[config.mk]
export PLATFORM = sky130hd
export DESIGN_NAME = tws_front
export DESIGN_NICKNAME = d
export VERILOG_FILES = /design/src/rtl/assert_macros.svh /design/src/rtl/tws_pkg.sv /design/src/rtl/tws_front.sv
export SDC_FILE = /design/constraint.sdc
export NUM_CORES = 1
export LEC_CHECK = 0
export BUFFER_PORTS_ARGS = -buffer_cell sky130_fd_sc_hd__buf_2
export CORE_MARGIN = 4
export CORE_UTILIZATION = 49
export DETAILED_ROUTE_END_ITERATION = 8
export PLACE_DENSITY = 0.71
export RECOVER_POWER = 50
export SLEW_MARGIN = 20
export SYNTH_ARGS = -nofsm -noshare
export SYNTH_HDL_FRONTEND = slang
export SYNTH_SLANG_ARGS = --single-unit
[constraint.sdc]
create_clock -name aclk -period 14.96 [get_ports aclk]
set_clock_uncertainty 0.05 [all_clocks]
set_input_delay 2.244 -clock aclk [delete_from_list [all_inputs] [get_ports aclk]]
set_output_delay 2.244 -clock aclk [all_outputs]
set_load 0.005 [all_outputs]
[src/rtl/assert_macros.svh]
// Assertion macros used by the sampler back end.
`ifndef ASSERT_MACROS_SVH
`define ASSERT_MACROS_SVH
`ifndef ASSERT_OFF
`define ASSERT_IMPL(label, clk, rst_n, prop, msg) \
    label: assert property (@(posedge clk) disable iff (!rst_n) (prop)) else $error(msg);
`define ASSERT_NEXT(label, clk, rst_n, ante, cons, msg) \
    label: assert property (@(posedge clk) disable iff (!rst_n) (ante) |=> (cons)) else $error(msg);
`else
`define ASSERT_IMPL(label, clk, rst_n, prop, msg)
`define ASSERT_NEXT(label, clk, rst_n, ante, cons, msg)
`endif
`endif

[src/rtl/tws_pkg.sv]
`default_nettype none
package tws_pkg;
    localparam int CoordW = 24;
    localparam logic [1:0] WRAP_REPEAT = 2'd0;
    localparam logic [1:0] WRAP_CLAMP  = 2'd1;
    localparam logic [2:0] REG_WRAP   = 3'd0;
    localparam logic [2:0] REG_FILTER = 3'd1;
    localparam logic [2:0] REG_WIDTH  = 3'd2;
    localparam logic [2:0] REG_HEIGHT = 3'd3;
    localparam logic [2:0] REG_SINGLE = 3'd4;

    typedef struct packed {
        logic        mode;
        logic [23:0] coord_u;
        logic [23:0] coord_v;
        logic [7:0]  texel_col;
        logic [7:0]  texel_row;
        logic [7:0]  texel_red;
        logic [7:0]  texel_green;
        logic [7:0]  texel_blue;
    } in_item_t;

    typedef struct packed {
        logic [15:0] out_red;
        logic [15:0] out_green;
        logic [15:0] out_blue;
    } out_item_t;

    typedef struct packed {
        logic [1:0] wrap_mode;
        logic       filter_mode;
        logic [8:0] tex_width;
        logic [8:0] tex_height;
        logic       single_channel;
    } cfg_t;
endpackage
`default_nettype wire

[src/rtl/tws_front.sv]
`default_nettype none
// Front: wraps and scales coordinates, yields integer texel positions and weights.
module tws_front #(
    parameter int MAX_WIDTH  = 256,
    parameter int MAX_HEIGHT = 256,
    parameter int FRAC_BITS  = 16,
    parameter int XW = $clog2(MAX_WIDTH),
    parameter int YW = $clog2(MAX_HEIGHT)
) (
    input  wire logic              aclk,
    input  wire logic              aresetn,
    input  wire tws_pkg::cfg_t     cfg,
    input  wire logic              in_valid,
    output logic                   in_ready,
    input  wire tws_pkg::in_item_t in_item,
    output logic                   q_valid,
    input  wire logic              q_ready,
    output logic [2*XW+2*YW+2*FRAC_BITS+1:0] q_data,
    output logic [23:0]            q_texel
);
    import tws_pkg::*;
    localparam int SW = CoordW;
    localparam int PW = FRAC_BITS + 1 + 13;
    localparam int QW = 2*XW + 2*YW + 2*FRAC_BITS + 2;

    // stage 1: wrap
    logic                 s1_valid_reg;
    logic [FRAC_BITS:0]   s1_u_reg, s1_v_reg;
    logic                 s1_near_reg;
    logic [12:0]          s1_wm1_reg, s1_hm1_reg;
    logic                 s1_wr_reg;
    logic [XW-1:0]        s1_wx_reg;
    logic [YW-1:0]        s1_wy_reg;
    logic [23:0]          s1_wd_reg;
    // stage 2: scaled product
    logic                 s2_valid_reg;
    logic [PW-1:0]        s2_s_reg, s2_t_reg;
    logic                 s2_near_reg;
    logic                 s2_wr_reg;
    logic [XW-1:0]        s2_wx_reg;
    logic [YW-1:0]        s2_wy_reg;
    logic [23:0]          s2_wd_reg;

    logic adv1, adv2, adv_out;
    logic [QW-1:0] q_data_reg;
    logic [23:0] q_texel_reg;
    logic q_valid_reg;
    logic wr_in_range;

    function automatic logic [FRAC_BITS:0] wrap_fn(input logic [SW-1:0] c, input logic [1:0] wm);
        logic signed [SW:0] cs, one;
        cs  = {c[SW-1], c};
        one = (SW+1)'(1) <<< FRAC_BITS;
        if (wm == WRAP_REPEAT)
            wrap_fn = {1'b0, c[FRAC_BITS-1:0]};
        else if (wm == WRAP_CLAMP) begin
            if (cs < 0) wrap_fn = '0;
            else if (cs > one) wrap_fn = (FRAC_BITS+1)'(1) << FRAC_BITS;
            else wrap_fn = cs[FRAC_BITS:0];
        end else begin
            if (cs < 0 || cs > one) wrap_fn = '0;
            else wrap_fn = cs[FRAC_BITS:0];
        end
    endfunction

    function automatic logic [12:0] dim_fn(input logic [8:0] r, input int mx);
        if (r == 9'd0) dim_fn = 13'd0;
        else if (int'(r) > mx) dim_fn = 13'(mx - 1);
        else dim_fn = 13'(r) - 13'd1;
    endfunction

    assign adv_out = !q_valid_reg || q_ready;
    assign adv2    = !s2_valid_reg || adv_out;
    assign adv1    = !s1_valid_reg || adv2;
    // writes travel with samples so the store changes in item order; out-of-range writes drop here
    assign in_ready = adv1;
    assign wr_in_range = int'(in_item.texel_col) < MAX_WIDTH
                      && int'(in_item.texel_row) < MAX_HEIGHT;

    always_ff @(posedge aclk) begin
        if (!aresetn) begin
            s1_valid_reg <= 1'b0;
            s2_valid_reg <= 1'b0;
            q_valid_reg  <= 1'b0;
        end else begin
            if (adv1) s1_valid_reg <= in_valid && (in_item.mode || wr_in_range);
            if (adv2) s2_valid_reg <= s1_valid_reg;
            if (adv_out) q_valid_reg <= s2_valid_reg;
        end
        if (adv1) begin
            s1_u_reg    <= wrap_fn(in_item.coord_u, cfg.wrap_mode);
            s1_v_reg    <= wrap_fn(in_item.coord_v, cfg.wrap_mode);
            s1_near_reg <= !cfg.filter_mode;
            s1_wm1_reg  <= dim_fn(cfg.tex_width, MAX_WIDTH);
            s1_hm1_reg  <= dim_fn(cfg.tex_height, MAX_HEIGHT);
            s1_wr_reg   <= !in_item.mode;
            s1_wx_reg   <= XW'(in_item.texel_col);
            s1_wy_reg   <= YW'(in_item.texel_row);
            s1_wd_reg   <= cfg.single_channel
                         ? {3{in_item.texel_red}}
                         : {in_item.texel_red, in_item.texel_green, in_item.texel_blue};
        end
        if (adv2) begin
            s2_s_reg    <= PW'(s1_u_reg) * PW'(s1_wm1_reg);
            s2_t_reg    <= PW'(s1_v_reg) * PW'(s1_hm1_reg);
            s2_near_reg <= s1_near_reg;
            s2_wr_reg   <= s1_wr_reg;
            s2_wx_reg   <= s1_wx_reg;
            s2_wy_reg   <= s1_wy_reg;
            s2_wd_reg   <= s1_wd_reg;
        end
        if (adv_out) begin
            q_data_reg  <= s2_wr_reg
                         ? {1'b1, 1'b0, s2_wx_reg, s2_wx_reg, s2_wy_reg, s2_wy_reg,
                            {(2*FRAC_BITS){1'b0}}}
                         : pack_fn(s2_s_reg, s2_t_reg, s2_near_reg);
            q_texel_reg <= s2_wd_reg;
        end
    end

    function automatic logic [QW-1:0] pack_fn(input logic [PW-1:0] s, input logic [PW-1:0] t,
                                              input logic nr);
        logic [PW-1:0] sh, th;
        logic [XW-1:0] x0, x1;
        logic [YW-1:0] y0, y1;
        logic [FRAC_BITS-1:0] a, b;
        sh = s + (PW'(1) << (FRAC_BITS-1));
        th = t + (PW'(1) << (FRAC_BITS-1));
        if (nr) begin
            x0 = XW'(sh >> FRAC_BITS);
            y0 = YW'(th >> FRAC_BITS);
            a = '0;
            b = '0;
        end else begin
            x0 = XW'(s >> FRAC_BITS);
            y0 = YW'(t >> FRAC_BITS);
            a = s[FRAC_BITS-1:0];
            b = t[FRAC_BITS-1:0];
        end
        x1 = x0 + XW'(a != '0);
        y1 = y0 + YW'(b != '0);
        pack_fn = {1'b0, nr, x0, x1, y0, y1, a, b};
    endfunction

    assign q_valid = q_valid_reg;
    assign q_data  = q_data_reg;
    assign q_texel = q_texel_reg;
endmodule
`default_nettype wire

Word-level counts from Yosys, hierarchy flattened
Cells that the tools add are included.
{ "word_totals": {"inputBits": 115, "output_inout_bits": 92, "elab_cells": 80, "register_bits": 279} }
{ "classes": {"n_reduce_logical": 17, "order_cmp": 6, "n_addsub": 6, "mul": 2, "n_mux": 22, "eq_ne": 1} }
{ "op_table": {"columns": ["cell", "count"], "rows": [
  ["17-bit two-way mux", 8],
  ["16-bit two-way mux", 7],
  ["66-bit two-way mux", 1],
  ["24-bit by 16-bit adder with 24-bit output (second input constant)", 2],
  ["24-bit by 18-bit greater-than comparator with 1-bit output (second input constant)", 2],
  ["24-bit by 1-bit < comparator with 1-bit output (second input constant)", 2],
  ["17-bit by 13-bit multiplier with 24-bit output", 2],
  ["8-bit two-way mux", 6],
  ["16-bit nonzero test", 2],
  ["9-bit by 1-bit subtractor with 10-bit output (second input constant)", 2],
  ["9-bit greater-than comparator (second input constant)", 2],
  ["9-bit logical NOT", 2],
  ["8-bit by 1-bit adder with 8-bit output", 2],
  ["1-bit logical NOT", 5],
  ["1-bit logical OR", 5],
  ["2-bit OR reduction", 2],
  ["2-bit by 1-bit == test with 1-bit output (second input constant)", 1],
  ["2-bit logical NOT", 1]
]} }

Longest topological paths before layout
Gate-level depths: netlist (run 1).
{ "depth": {"word_depth": 6, "depth_mapped": 22, "mapped_depth_nobuf": 20} }

Worst setup path before layout (run 1)
No wires, ideal clock.
{ "synth_timing": {"kind": "in2out", "start": "input q_ready", "end": "output in_ready", "path_slack_ns": 7.962, "t_required_ns": 12.666, "cell_stages": 2, "arrival_time_ns": 4.704, "path_buffers": 0, "path_cell_list": "nor2b_1 > nand3_1"} }
{ "synth_between": {"elab_chain_len": 3} }
{ "synth_lines": {"columns": ["element", "line_no", "source"], "rows": [
  ["from (decl)", "tws_front.sv:17", "input wire logic q_ready,"],
  ["1-bit logical OR", "tws_front.sv:72", "assign adv_out = !q_valid_reg || q_ready;"],
  ["1-bit logical OR", "tws_front.sv:73", "assign adv2 = !s2_valid_reg || adv_out;"],
  ["1-bit logical OR", "tws_front.sv:74", "assign adv1 = !s1_valid_reg || adv2;"],
  ["to (decl)", "tws_front.sv:14", "output logic in_ready,"]
]} }
Every way passes these cells.

Worst setup path after layout (run 1)
Same ends and word-level chain as after synthesis.

==> results_dict.tcl, run 1 <==
set metrics [dict create \
    sw_frac_of_total_pct 31.1 \
    switching_power_uw 776 \
    fin_cells 2926 \
    fin_area_um2 25400 \
    dp_hpwl_um 36800 \
    antenna-diode-count 0 \
    ant_nets 0 \
    synthDistinctLibCells 51 \
    syn_nets 2663 \
    syn_area_per_cell_um2 10.8 \
    r2r_end "s2_s_reg[23]" \
    whs_path_depth 0 \
    first_pass_iters 5 \
    drv_cap 3 \
    dieArea_um2 50500 \
    tns_ps 0 \
    p_leak_nw 11.9 \
    worstPathBufferInverterCount 2 \
    io_pins 207 \
    synthTopCellsByArea "edfxtp_1 36%, fa_1 25%, inv_1 7.4%" \
    cp_num_cells 4 \
    cp_max_fo 38 \
    final_layout_size_suffix_gt1_share_pct 11.3 \
    first_global_vias 15600 \
    root_buffer "clkbuf_16" \
    total_power_mw 2.50 \
    finalHoldViolCount 0 \
    yosysWarningCount 0 \
    antenna_found_initial 1 \
    synth_ff_type "edfxtp_1" \
    cts.sinks 279 \
    powerDensity_nw_per_um2 98.1 \
    dp_slack_ps 8760 \
    drt-total-wl_um 46600 \
    setup_viol 0 \
    p_int_mw 1.72 \
    outcome "complete, but fails checks" \
    gp_congestion 0.851 \
    slew_violations 228 \
    start_util_pct 49.6 \
    regArea_um2 8350 \
    insertion_delay_ps 560 \
    crit_required_ps 12670 \
    min_from "s1_wd_reg[5]" \
    cts_tree "built" \
    path_delay_family "simple AND/OR/NAND/NOR gates" \
    yosysSeqAreaShare_pct 36.3 \
    fmax_mhz 161 \
    area_growth_syn_to_layout_pct 10.5 \
    synth-seq-cells 279 \
    cts_resized 0 \
    vias_per_cell 5.00 \
    placed_area_um2 24600 \
    htreeDepth 1 \
    pwr-share-comb_pct 28.1 \
    worstPathCellList "buf_2, nor2b_1, nand3_4, buf_2" \
    netlist_instances 2137 \
    synth.top_cell.area_share_pct 36.0 \
    fin_util_pct 54.8 \
    fill_cells 3991 \
    grt_overflow 0 \
    worst_slack_ps 8770 \
    holdCritPathClass "flip-flop to flip-flop" \
    whs_ps 367 \
    first_iter_violations 910 \
    numCtsBuffers 29 \
    post_drt_wl_per_cell_um 15.9 \
    r2r_start "s1_wm1_reg[9]" \
    crit_path_start_kind "primary input" \
    synth_edf_count 276 \
    worstRegToRegCells 17 \
    end_kind "output pin" \
    ir_worst_vdd_uv 103 \
    grt_max_degree 91 \
    die_w_um 225 \
    grt_pass1_wl_um 77900 \
    synth.largest_area_cell "edfxtp_1" \
    io_buffers 206 \
    largest_reg_flops 66 \
    chipHeight_um 225 \
    drc 0 \
    via_count 14600 \
    clk_path_buf_depth 3 \
    crit_top_cell "buf_2" \
    critical_path_class "primary input to output pin" \
    worst_slew_pin_slew_ps 4740 \
    hold_end "s2_wd_reg[5]" \
    fin_crit_ps 6190 \
    slew_headroom_pct -216 \
    core_area_um2 46500 \
    multi_input_comb_area_um2 12700 \
    crit_arrival_ps 3900 \
    timing.final.crit_share_pct 41.4 \
    placedCellCount 2873 \
    synth.cell_area_um2 23000 \
    post_cts_buffers 0 \
    rsz0062_at_grt "false" \
    crit_slowest_cell "nand3_4" \
    grt.total_usage_pct 18.9 \
    p_seq_share_pct 44.4 \
    max_stage_delay_ps 670 \
    violations "max-capacitance violations, max-slew violations" \
    fin_nets 2823 \
    synthArstFlopShare_pct 0 \
    rrSetupSlack_ps 8970 \
    clkTransAtPathRegs_ps 60 \
    rows 79 \
    power_frac_clock_pct 27.5 \
    cts_hold_buf 0 \
]
area by class of cell:
| class | instances | share of cell area (%) |
|---|---|---|
| Clock buffer | 34 | 2.93 |
| Tap cell | 607 | 2.98 |
| Timing Repair Buffer | 211 | 4.07 |
| Sequential cell | 279 | 32.8 |
| Clock inverter | 19 | 0.674 |
| Inverter | 451 | 6.66 |
| Multi-Input combinational cell | 1325 | 49.9 |
power groups by stage:
stage	Sequential, mW	Clock (mW)	Combinational (mW)
2_1_floorplan	1.08	0	0.520
3_5_place_dp	1.12	0	0.703
5_1_grt	1.12	0.741	0.816
3_3_place_gp	1.12	0	0.683
4_1_cts	1.11	0.707	0.708
6_report	1.11	0.686	0.701
layout by cell type, fill, tap and decap left out, drive strengths merged, types with 3 or more instances in the layout:
master | Yosys | final
fa | 291 | 291
clkbuf | 79 | 52
dfxtp | 3 | 3
a21oi | 50 | 50
and2 | 233 | 233
inv | 451 | 454
o21a | 9 | 9
and4 | 3 | 3
a31oi | 7 | 7
mux2i | 10 | 10
clkinv | 0 | 8
nor2b | 11 | 11
ha | 120 | 120
buf | 3 | 193
o211ai | 5 | 5
or2 | 4 | 4
a41oi | 3 | 3
a21o | 9 | 9
mux2 | 13 | 13
and3 | 6 | 6
edfxtp | 276 | 276
clkinvlp | 0 | 6
nor4 | 22 | 22
xnor2 | 59 | 59
o21ai | 54 | 54
nand2b | 11 | 11
xor2 | 44 | 44
a21boi | 8 | 8
a31o | 3 | 3
nor3 | 14 | 14
nand4 | 9 | 9
nor2 | 44 | 44
a211oi | 10 | 10
nand2 | 238 | 238
nand3 | 13 | 13
cells by family after synthesis:
group / Yosys count / synth area share (%)
compound gates: 174 / 4.60
fa+ha+maj: 411 / 31.8
simple gates: 613 / 13.5
flops: 279 / 36.3
buf+inv: 533 / 8.72
mux: 23 / 1.07
xor+xnor: 104 / 4.02
synthesized netlist by cell type, types with 2 or more instances:
cell	number
mux2_2	13
clkbuf_1	79
and3_1	5
nand2_1	238
a211o_1	2
o22ai_1	2
and4_1	3
xor2_1	44
nor2b_1	11
o2111ai_1	2
a41oi_1	3
o211ai_1	5
a31o_2	3
o31ai_1	2
nor4_1	22
nand3_1	13
dfxtp_1	3
and2_1	233
xnor2_1	59
a211oi_1	10
or2_2	4
fa_1	291
nor2_1	44
o2bb2ai_1	2
a21oi_1	50
inv_1	451
ha_1	120
buf_1	2
nand2b_1	11
or4_1	2
nand4_1	9
edfxtp_1	276
a21boi_0	8
a31oi_1	7
a21o_1	9
nor3_1	14
o21a_1	9
mux2i_1	10
o21ai_0	54
worst register-to-register path, stage by stage (launching register included):
cell      delay [ps]
edfxtp_1         890
and2_1           290
inv_1             60
fa_1             370
fa_1             490
inv_1             60
fa_1             490
fa_1             490
inv_1             50
fa_1             470
inv_1             40
ha_1             380
a21o_1           210
a211o_1          290
a31oi_1          230
nor3_1           130
o41a_1           420
a311o_1          330
worst max-delay path by stage:
| stage | from | endpoint | slack [ps] |
|---|---|---|---|
| floorplan | q_ready | in_ready | 7960 |
| global placement | q_ready | in_ready | 8790 |
| detailed placement | q_ready | in_ready | 8760 |
| CTS | q_ready | in_ready | 8730 |
| global route | q_ready | s2_s_reg[2] | 8630 |
| finish | q_ready | in_ready | 8770 |
per-layer routing:
layer	part of all wire, %	wire, µm	vias up	track usage, %
met1	45	21100	7157	26.9
li1	-	-	7018	-
met2	46	21600	400	31.1
met3	6.5	3030	55	2.85
met4	1.8	852	0	4.13
met5	0	0	-	0
Power figures use the tool's default switching activity.
==> inputs of run 2 (changes only) <==
- ABC_AREA: not set -> 1
- PLACE_DENSITY: 0.71 -> 0.73
- clock period: 14.96 -> 5.5 ns (I/O delays scaled with it)
==> results_dict.tcl, run 2 <==
set metrics [dict create \
    start_util_pct 49.9 \
    path_delay_family "adder cells" \
    antenna-diode-count 0 \
    cp_max_fo 14 \
    slew_headroom_pct -54.9 \
    synth.largest_area_cell "edfxtp_1" \
    fmax_mhz 191 \
    drv_cap 3 \
    mostFrequentLayoutCell "inv_1" \
    synth-xor-area-share_pct 2.11 \
    setup_viol 0 \
    ant_nets 0 \
    grt.total_usage_pct 20.0 \
    critical_path_class "flip-flop to flip-flop" \
    via_count 17200 \
    chipHeight_um 229 \
    first_iter_violations 1464 \
    final_cell_mix "720 x inv_1, 653 x nand2_1, 291 x fa_1, 276 x edfxtp_1, 188 x buf_2" \
    drc 0 \
    end_kind "flip-flop" \
    r2r_start "s1_hm1_reg[7]" \
    synth_ff_type "edfxtp_1" \
    die_w_um 229 \
    yosys.area_share.simple_pct 15.1 \
    synth_top_family_by_area "adder cells" \
    synthTopCellsByCount "721 x inv_1, 654 x nand2_1, 291 x fa_1" \
    ir_worst_vdd_uv 156 \
    finalHoldViolCount 0 \
    placedCellCount 3402 \
    drt-total-wl_um 52900 \
    fin_crit_ps 5240 \
    cts.sinks 279 \
    worst_slew_pin_slew_ps 2320 \
    post_drt_wl_per_cell_um 15.2 \
    htreeDepth 1 \
    worst_slack_ps 258 \
    dp_hpwl_um 42800 \
    fin_nets 3370 \
    synthDistinctLibCells 36 \
    largest_reg_flops 66 \
    outcome "complete, but fails checks" \
    worstRegToRegCells 18 \
    insertion_delay_ps 600 \
    fin_cells 3483 \
    powerDensity_nw_per_um2 271 \
    holdCritPathClass "primary input to flip-flop" \
    root_buffer "clkbuf_16" \
    synth_fa_ha_area_share_pct 30.6 \
    synthTopCellsByArea "edfxtp_1 35%, fa_1 24%, inv_1 11%" \
    synth.cell_area_um2 23900 \
    tns_ps 0 \
    io_buffers 206 \
    dieArea_um2 52400 \
    timing.final.crit_share_pct 95.3 \
    syn_area_per_cell_um2 9.04 \
    syn_nets 3172 \
    area_growth_syn_to_layout_pct 11.9 \
    gp_congestion 0.939 \
    worstPathCellList "buf_4, nand2_1, inv_1, fa_1, fa_1, inv_1, fa_1, inv_1, fa_1, inv_1, fa_1, inv_1, ha_1, nand2_1, nor3_1, nand4_1, nand3_1, xor2_1" \
    core_area_um2 47900 \
    synth.top_cell.area_share_pct 34.7 \
    total_power_mw 7.24 \
    crit_arrival_ps 5540 \
    first_pass_iters 5 \
    dp_slack_ps 161 \
    vias_per_cell 4.95 \
    fin_util_pct 55.8 \
    fill_cells 4125 \
    netlist_instances 2646 \
    max_stage_delay_ps 640 \
    numCtsBuffers 31 \
    cp_num_cells 18 \
    yosysWarningCount 0 \
    whs_path_depth 1 \
    synth_edf_count 276 \
    synth-compound-area-share_pct 4.32 \
    rows 80 \
    synthArstFlopShare_pct 0 \
    synth-seq-cells 279 \
    crit_required_ps 5790 \
    worstPathBufferInverterCount 6 \
    crit_path_start_kind "flip-flop" \
    final_layout_size_suffix_gt1_share_pct 10.8 \
    io_pins 207 \
    slew_violations 179 \
    first_global_vias 17500 \
    antenna_found_initial 0 \
    min_from "in_item[31]" \
    yosysSeqAreaShare_pct 34.9 \
    clkTransAtPathRegs_ps 70 \
    synthMostInstantiatedCell "inv_1" \
    violations "max-capacitance violations, max-slew violations" \
    grt_max_degree 76 \
    muxShareOfSynthArea_pct 0 \
    crit_slowest_cell "edfxtp_1" \
    grt_overflow 0 \
    clk_path_buf_depth 3 \
    cts_tree "built" \
    critPathLaunch "s1_hm1_reg[7]" \
    p_leak_nw 14.5 \
    grt_pass1_wl_um 86600 \
]
-- run 2: routing by layer --
| layer | wire length [µm] | track usage (%) |
|---|---|---|
| met1 | 23700 | 28.1 |
| met2 | 24500 | 32.7 |
| met3 | 3430 | 3.28 |
| met4 | 1290 | 5.19 |
| met5 | 0 | 0 |
-- run 2: worst reg2reg max path, stage by stage (launching register included) --
cell,delay [ps]
edfxtp_1,640
buf_4,280
nand2_1,60
inv_1,70
fa_1,530
fa_1,550
inv_1,50
fa_1,480
inv_1,50
fa_1,480
inv_1,50
fa_1,520
inv_1,50
ha_1,370
nand2_1,120
nor3_1,270
nand4_1,150
nand3_1,140
xor2_1,70
-- run 2: logic make-up after synthesis --
logic type,Yosys count
DFF,279
and+or+nand+nor,897
adders and majority gates,411
xor gates and xnor gates,56
buffers and inverters,817
AOI/OAI and AO/OA,186
-- run 2: cell type report --
type                    instances  area [µm²]  area share, %
multi-input cells            1550       12500           46.6
inverters                     723        2720           10.1
well taps                     615         769           2.88
flip-flops and latches        279        8350           31.2
clock inverters                18         204          0.762
repair buffers                259        1450           5.41
clock buffers                  39         806           3.01
-- run 2: per-stage QoR --
step                      hold WS [ps]  area [µm²]
after floorplan                    350       23900
after global placement             351       25600
after detailed placement           355       25600
after CTS                          316       26600
after global routing               322       26800
final                              361       26800
-- run 2: power breakdown --
group,switching [mW],internal (mW)
clock network,0.855,1.19
registers,0.192,2.75
logic,1.40,0.860
total,2.45,4.80
-- run 2: worst paths after layout --
kind	endpoint	slack [ps]
setup / recovery	s2_t_reg[22]	260
setup reg to reg	s2_t_reg[22]	260
hold / removal	s1_wy_reg[7]	360
hold reg to reg	q_texel[3]	370
-- run 2: what timing repair did --
action,4_1_cts,5_1_grt
setup endpoints to repair,0,13
resized for setup,0,2
hold buffers,0,0
setup buffers,0,24
